--- config.mk ---
export PLATFORM = sky130hd
export DESIGN_NAME = nau_front
export DESIGN_NICKNAME = d
export VERILOG_FILES = /design/src/rtl/nau_pkg.sv /design/src/rtl/nau_front.sv
export SDC_FILE = /design/constraint.sdc
export NUM_CORES = 1
export LEC_CHECK = 0
export ABC_AREA = 1
export BUFFER_PORTS_ARGS = -buffer_cell sky130_fd_sc_hd__buf_2
export CAP_MARGIN = 20
export CORE_UTILIZATION = 40
export CTS_CLUSTER_DIAMETER = 60
export DETAILED_ROUTE_END_ITERATION = 8
export HOLD_SLACK_MARGIN = 0.15
export PLACE_DENSITY = 0.61
export SYNTH_ARGS = -nofsm -noshare
export SYNTH_HDL_FRONTEND = slang
export SYNTH_SLANG_ARGS = --single-unit
--- constraint.sdc ---
create_clock -name clk -period 3.3 [get_ports clk]
set_clock_uncertainty 0.15 [all_clocks]
set_input_delay 0.66 -clock clk [delete_from_list [all_inputs] [get_ports clk]]
set_output_delay 0.66 -clock clk [all_outputs]
set_load 0.1 [all_outputs]
--- src/rtl/nau_pkg.sv ---
`default_nettype none
package nau_pkg;

  // Operation class that the front end attaches to every item.
  typedef enum logic [2:0] {
    OP_SIGMOID,
    OP_RELU,
    OP_LEAKY,
    OP_SILU,
    OP_TANH,
    OP_GELU,
    OP_PASS
  } op_t;

  localparam int MODE_W      = 3;
  localparam int SLOPE_W     = 16;
  localparam int CFG_DATA_W  = 16;
  localparam int CFG_INDEX_W = 1;

  localparam logic [CFG_INDEX_W-1:0] REG_MODE       = 1'b0;
  localparam logic [CFG_INDEX_W-1:0] REG_LEAK_SLOPE = 1'b1;

  localparam logic [MODE_W-1:0] MODE_SIGMOID = 3'd0;
  localparam logic [MODE_W-1:0] MODE_RELU    = 3'd1;
  localparam logic [MODE_W-1:0] MODE_LEAKY   = 3'd2;
  localparam logic [MODE_W-1:0] MODE_SILU    = 3'd3;
  localparam logic [MODE_W-1:0] MODE_TANH    = 3'd4;
  localparam logic [MODE_W-1:0] MODE_GELU    = 3'd5;
  // Unused codes; items pass through unchanged.
  localparam logic [MODE_W-1:0] MODE_RESERVED_A = 3'd6;
  localparam logic [MODE_W-1:0] MODE_RESERVED_B = 3'd7;

  localparam logic [MODE_W-1:0]         MODE_RESET  = MODE_SIGMOID;
  localparam logic signed [SLOPE_W-1:0] SLOPE_RESET = 16'sd41;

  localparam int QUEUE_DEPTH = 4;
  localparam int QPTR_W      = 2;

  // Working width for rounding and range checks between registers.
  localparam int WIDE_W = 80;
  typedef logic signed [WIDE_W-1:0] wide_t;

  // 0.044715 and sqrt(2/pi), both in Q30.
  localparam logic signed [26:0] GELU_CUBE  = 27'sd48012366;
  localparam logic signed [30:0] GELU_SCALE = 31'sd856722024;

  // Round half up while dropping n fraction bits.
  function automatic wide_t nau_rnd(input wide_t v, input int n);
    return (v + (wide_t'(1) <<< (n - 1))) >>> n;
  endfunction

endpackage
`default_nettype wire

--- src/rtl/nau_front.sv ---
`default_nettype none
module nau_front #(
  parameter int DATA_WIDTH = 16
) (
  input  wire logic                                 clk,
  input  wire logic                                 rst_n,
  input  wire logic                                 in_valid,
  output logic                                      in_ready,
  input  wire logic signed [DATA_WIDTH-1:0]         in_sample,
  input  wire logic                                 cfg_we,
  input  wire logic [nau_pkg::CFG_INDEX_W-1:0]      cfg_index,
  input  wire logic [nau_pkg::CFG_DATA_W-1:0]       cfg_data,
  output logic                                      q_valid,
  input  wire logic                                 q_ready,
  output nau_pkg::op_t                              q_op,
  output logic signed [DATA_WIDTH-1:0]              q_x,
  output logic signed [nau_pkg::SLOPE_W-1:0]        q_slope
);
  import nau_pkg::*;

  logic [MODE_W-1:0]         mode_r;
  logic signed [SLOPE_W-1:0] slope_r;
  op_t                       op_c;

  op_t                         fifo_op_r    [QUEUE_DEPTH];
  logic signed [DATA_WIDTH-1:0] fifo_x_r    [QUEUE_DEPTH];
  logic signed [SLOPE_W-1:0]   fifo_slope_r [QUEUE_DEPTH];
  logic [QPTR_W-1:0]           wr_ptr_r, wr_ptr_nxt;
  logic [QPTR_W-1:0]           rd_ptr_r, rd_ptr_nxt;
  logic [QPTR_W:0]             count_r, count_nxt;
  logic                        push, pop;

  always_ff @(posedge clk) begin
    if (!rst_n) begin
      mode_r  <= MODE_RESET;
      slope_r <= SLOPE_RESET;
    end else if (cfg_we) begin
      if (cfg_index == REG_MODE) begin
        mode_r <= cfg_data[MODE_W-1:0];
      end else if (cfg_index == REG_LEAK_SLOPE) begin
        slope_r <= cfg_data[SLOPE_W-1:0];
      end
    end
  end

  always_comb begin
    unique case (mode_r)
      MODE_SIGMOID: op_c = OP_SIGMOID;
      MODE_RELU:    op_c = OP_RELU;
      MODE_LEAKY:   op_c = OP_LEAKY;
      MODE_SILU:    op_c = OP_SILU;
      MODE_TANH:    op_c = OP_TANH;
      MODE_GELU:    op_c = OP_GELU;
      default:      op_c = OP_PASS;
    endcase
  end

  assign in_ready = (count_r != (QPTR_W+1)'(QUEUE_DEPTH));
  assign q_valid  = (count_r != '0);
  assign push     = in_valid && in_ready;
  assign pop      = q_valid && q_ready;

  assign q_op    = fifo_op_r[rd_ptr_r];
  assign q_x     = fifo_x_r[rd_ptr_r];
  assign q_slope = fifo_slope_r[rd_ptr_r];

  always_comb begin
    wr_ptr_nxt = push ? wr_ptr_r + QPTR_W'(1) : wr_ptr_r;
    rd_ptr_nxt = pop ? rd_ptr_r + QPTR_W'(1) : rd_ptr_r;
    count_nxt  = count_r + (QPTR_W+1)'(push) - (QPTR_W+1)'(pop);
  end

  always_ff @(posedge clk) begin
    if (!rst_n) begin
      wr_ptr_r <= '0;
      rd_ptr_r <= '0;
      count_r  <= '0;
    end else begin
      wr_ptr_r <= wr_ptr_nxt;
      rd_ptr_r <= rd_ptr_nxt;
      count_r  <= count_nxt;
    end
  end

  always_ff @(posedge clk) begin
    if (push) begin
      fifo_op_r[wr_ptr_r]    <= op_c;
      fifo_x_r[wr_ptr_r]     <= in_sample;
      fifo_slope_r[wr_ptr_r] <= slope_r;
    end
  end

endmodule
`default_nettype wire

After elaboration in Yosys (flattened, before gate mapping)
Memories as Yosys holds them, arrays and structs flattened. A register that Yosys moved wholly into a read port is not among the register bits.
Cells that the tools add are included.

word-level totals
  memory bits (writable) = 140
  memories kept = 3
  ROM bits = 0
  output and inout port bits = 37
  latch bits = 0
  register bits after elaboration = 26
  word-level logic and storage cells = 34

memories
  memory        words  bits a word  read ports  clocked after Yosys merged registers in  wr ports  RTL line         text
  fifo_slope_r  4      16           1           1                                        1         nau_front.sv:27  logic signed [SLOPE_W-1:0] fifo_slope_r [QUEUE_DEPTH];
  fifo_x_r      4      16           1           1                                        1         nau_front.sv:26  logic signed [DATA_WIDTH-1:0] fifo_x_r [QUEUE_DEPTH];
  fifo_op_r     4      3            1           1                                        1         nau_front.sv:25  op_t fifo_op_r [QUEUE_DEPTH];

operators by class
  divide/modulo/power cells = 0
  shift operators = 0
  reduce and logical (&&, ||, !) cells = 6
  order comparisons = 0
  equality and inequality tests = 6
  add/subtract/negate cells = 4
  $mul = 0
  mux-type cells = 9
  bitwise gates (word level) = 1

operators with widths
  cell                                                                    number
  3-bit one-hot mux with 6 select lines                                   1
  2-bit two-way mux                                                       6
  3-bit by 2-bit equality test with 1-bit output (second input constant)  2
  3-bit equality test (second input constant)                             2
  2-bit by 1-bit adder with 2-bit output (second input constant)          2
  2-bit AND reduction                                                     2
  3-bit by 1-bit adder with 3-bit output                                  1
  3-bit by 1-bit equality test with 1-bit output (second input constant)  1
  3-bit zero test                                                         1
  3-bit inequality test (second input constant)                           1
  3-bit nonzero test                                                      1
  3-bit by 1-bit subtractor with 3-bit output                             1
  1-bit logical AND                                                       2
  1-bit two-way mux                                                       2
  1-bit NOT                                                               1

Longest topological paths before layout
  depth after elaboration = 4
  mapped depth = 10
  gate-level depth less buffers = 10

Worst setup path after synthesis
No wires, ideal clock.

  path kind = register -> register
  from = reg count_r[1]
  to = mem fifo_op_r[0][0] in the netlist's numbering (enable)
  data required time = 2,723 ps
  path buffers = 0
  stages on the path, launching flop included = 5
  period minus slack after synthesis = 3,511 ps
  path slack = -211 ps
  arrival = 2,933 ps
  library setup time = 427 ps
  cells stage by stage = dfxtp_1 -> nor2_1 -> nand2_1 -> nand2_1 -> nor2_1

on the way
  word-level cells in the longest chain between the ends = 4

RTL lines
  what                                     RTL line         text
  from (decl)                              nau_front.sv:30  logic [QPTR_W:0] count_r, count_nxt;
  from (signal assigned)                   nau_front.sv:81  count_r <= count_nxt;
  3-bit inequality test                    nau_front.sv:58  assign in_ready = (count_r != (QPTR_W+1)'(QUEUE_DEPTH));
  via in_ready                             nau_front.sv:8   output logic in_ready,
  1-bit logical AND                        nau_front.sv:60  assign push = in_valid && in_ready;
  1-bit two-way mux                        nau_front.sv:86  if (push) begin
  1-bit two-way mux (implied by the code)  nau_front.sv:87  fifo_op_r[wr_ptr_r] <= op_c;
  to (decl)                                nau_front.sv:25

The timed path passes the listed nets, and every way through them passes these cells.

==> summary.md <==
| Metric | Value |
|---|---|
| Post-synthesis simple-gate area fraction | `0.08584` |
| Cts bufs inserted | `17` |
| Reg clk slew, reported paths | `0.06 ns` |
| Starting DRT DRC Count | `440` |
| Largest family of logic cells by synthesized area | `compound AO/OA/AOI/OAI gates` |
| Reg2Reg Depth | `9` |
| R2R Path Start | `count_r[1]$_SDFF_PN0_` |
| Fmax | `338.9 MHz` |
| Routed vias/inst | `4.902` |
| Global route overflow | `0` |
| Detailed Route WL | `12970 µm` |
| Sw frac | `0.4175` |
| Crit path required time | `2.49 ns` |
| NumNets Final | `614` |
| Worst Path Max Fanout | `32` |
| Largest net degree at the start of global routing | `37` |
| Number of port buffers | `74` |
| Comb pwr share | `0.360` |
| FF+latch area | `4766 µm²` |
| Slew Limit Headroom | `0.5763` |
| Final hold violations | `0` |
| Reg2Reg Capture Point | `count_r[2]$_SDFF_PN0_` |
| Peak VDD IR | `0.8034 mV` |
| WHS Endpoint | `slope_r[5]$_SDFFE_PN1P_` |
| Sequential element share of the synthesized area | `0.7550` |
| DRC | `0` |
| Synth area leaders | `edfxtp_1 (67%), dfxtp_1 (8.9%), nor2_1 (6.8%), o21ai_0 (5.0%), o22ai_1 (3.5%)` |
| Die H | `127.6 µm` |
| Cell count after synthesis | `491` |
| Cell Area, Synth | `6311 µm²` |
| Wire per inst | `16.35 µm` |
| Placed cell count | `761` |
| CP arrival | `2.14 ns` |
| PwrDens | `985.6 nW/µm²` |
| Yosys warns | `0` |
| Area taken by multi-input logic gates | `1356 µm²` |
| Ports | `75` |
| Gp weighted congestion | `0.7040` |
| Critical path capture point type | `output pin` |
| Total die area | `16280 µm²` |
| Asr flop ratio synth | `0` |
| Area leader, netlist | `edfxtp_1` |
| Longest Clk Path Bufs | `2` |
| Pre-CTS WS | `0.7531 ns` |
| Vias in the first global route | `3983` |
| Post_cts resized | `0` |
| Beginning of the worst hold path | `cfg_data[5]` |
| Actual slew at the worst max-slew pin | `0.6340 ns` |
| Crit path time final | `2.950 ns` |
| Worst hold path depth | `3` |
| Synth Area in Compound Gates | `0.1092` |
| Part of the power in the clock network | `0.287` |
| ANT nets after route | `0` |
| WL met1 | `5818 µm` |
| TritonCTS clock tree | `done` |
| Hold Crit Class | `primary input to flop` |
| Setup slack, reg-to-reg | `0.96 ns` |
| Core Util, Final | `0.4953` |
| Period Utilization, post-route | `0.8941` |
| Vias | `3887` |
| Hpwl dp | `7561 µm` |
| Post-synth EDFFs | `140` |
| Finished Cell Area | `7585 µm²` |
| Synth Flop Type | `edfxtp_1` |
| Dominant cell by count in the synthesized netlist | `edfxtp_1` |
| Global-route wire length before repair | `20680 µm` |
| Yosys reg bits | `168` |
| WS Path Type | `flop to output pin` |
| Final setup vio count | `0` |
| DP Area | `6932 µm²` |
| Max-cap violations | `0` |
| Met2 wire length | `6213 µm` |
| CP Launch Type | `flop` |
| Share of post-route cells with drive strength above 1 | `0.2165` |
| Net Sw Power | `0.003121 W` |
| Synth top area share | `0.6661` |
| Synth Area per Inst | `12.85 µm²` |
| Global Route Usage Sum | `0.1726` |
| H-tree depth | `4` |
| Worst setup margin | `0.3495 ns` |
| Antenna diodes | `0` |
| Post-Synth XOR/XNOR Area | `0` |
| Clock Latency Late Sink | `0.42 ns` |
| Setup Buffers After CTS | `0` |
| Post-CTS Hold Fix Bufs | `0` |
| Area grow syn2layout | `20.18%` |
| Outcome | `finished, final reports clean` |
| Reg power frac | `0.353` |
| Fin. max-slew vios | `0` |
| Internal power | `0.004354 W` |
| Fin cells | `793` |
| RSZ-0062 raised after global routing | `false` |
| Lkg Pwr | `2.769 nW` |
| Drt first pass iters | `4` |
| Clk sink count | `168` |
| Total core area | `15310 µm²` |
| Multiplexer share of the synthesized area | `0` |
| WL met3 | `769 µm` |
| Yosys cell types | `20` |
| Root Buffer | `clkbuf_16` |
| Initial Util | `0.4121` |
| Fill cells | `1374` |
| Most common library cells after synthesis | `edfxtp_1 (140), nor2_1 (114), o21ai_0 (63)` |
| FP Rows | `45` |
| Die W | `127.6 µm` |
| Antenna violations before repair | `0` |
| Post-Syn Nets | `536` |
| Post-Synth Adder-Cell Area | `0.01507` |
| Max Used Layer | `met4` |
## final cells by class
type	count	area share
Clock buffer	19	0.05972
Clock inverter	13	0.02639
Inverter	19	0.009568
Multi-Input combinational cell	277	0.1788
Sequential cell	168	0.6283
Tap cell	211	0.03481
Timing Repair Buffer	86	0.06236
## worst max-delay path, cell delays in order (launching register included)
cell,delay [ns]
dfxtp_2,0.33
clkinv_2,0.33
buf_12,0.23
o21ai_0,0.09
o22ai_1,0.25
buf_2,0.48
## metal layers
metal,vias to the layer above,track usage
li1,1928,-
met1,1845,0.2228
met2,101,0.2829
met3,13,0.03643
met4,0,0.07474
met5,-,0
## through the flow
step,TNS (ns),total power [W],hold WS [ns]
detailed placement,0,0.005400,0.3275
floorplan,-29.49,0.004889,0.2981
global route,0,0.007780,0.2780
CTS,0,0.007538,0.2659
global placement,0,0.005362,0.3184
finish,0,0.007475,0.2864
## layout by cell type, fill, tap and decap left out, types with 4 or more instances in the layout
cell / instances
edfxtp_1: 140
nor2_1: 110
buf_2: 74
o21ai_0: 63
o22ai_1: 35
dfxtp_1: 27
o21ai_1: 23
nand2_1: 21
clkbuf_16: 17
inv_1: 16
buf_4: 11
nand3_1: 7
ha_1: 6
clkinv_2: 5
a21oi_1: 5
bufinv_16: 5
nor2_4: 4
clkinvlp_4: 4
## logic make-up after synthesis
group           Yosys count
simple gates            142
fa+ha+maj                 7
compound gates          128
buf+inv                  46
flops                   168
## worst max path at each step
stage,start,endpoint,cells past startpoint
after floorplan,count_r[1]$_SDFF_PN0_,fifo_op_r[0][0]$_DFFE_PP_,4
after global placement,flop,q_slope[4],5
after detailed placement,flop,q_slope[6],5
after CTS,flop,q_slope[6],5
after global routing,flop,q_slope[1],4
final,flop,q_slope[11],5
## power groups by stage
stage / logic (W) / registers, W / clock network [W]
2_1_floorplan: 0.00222 / 0.00267 / 0
3_3_place_gp: 0.00269 / 0.00267 / 0
3_5_place_dp: 0.00272 / 0.00268 / 0
4_1_cts: 0.00272 / 0.00264 / 0.00218
5_1_grt: 0.00286 / 0.00266 / 0.00226
6_report: 0.00269 / 0.00264 / 0.00214
## state kept, by name (all words and copies together), names as in the netlist, named ones only
name / flops
count_r: 3
fifo_op_r: 12
fifo_slope_r: 64
fifo_x_r: 64
mode_r: 3
rd_ptr_r: 2
slope_r: 16
wr_ptr_r: 2
Note: power is estimated with default switching activity, not from simulation.
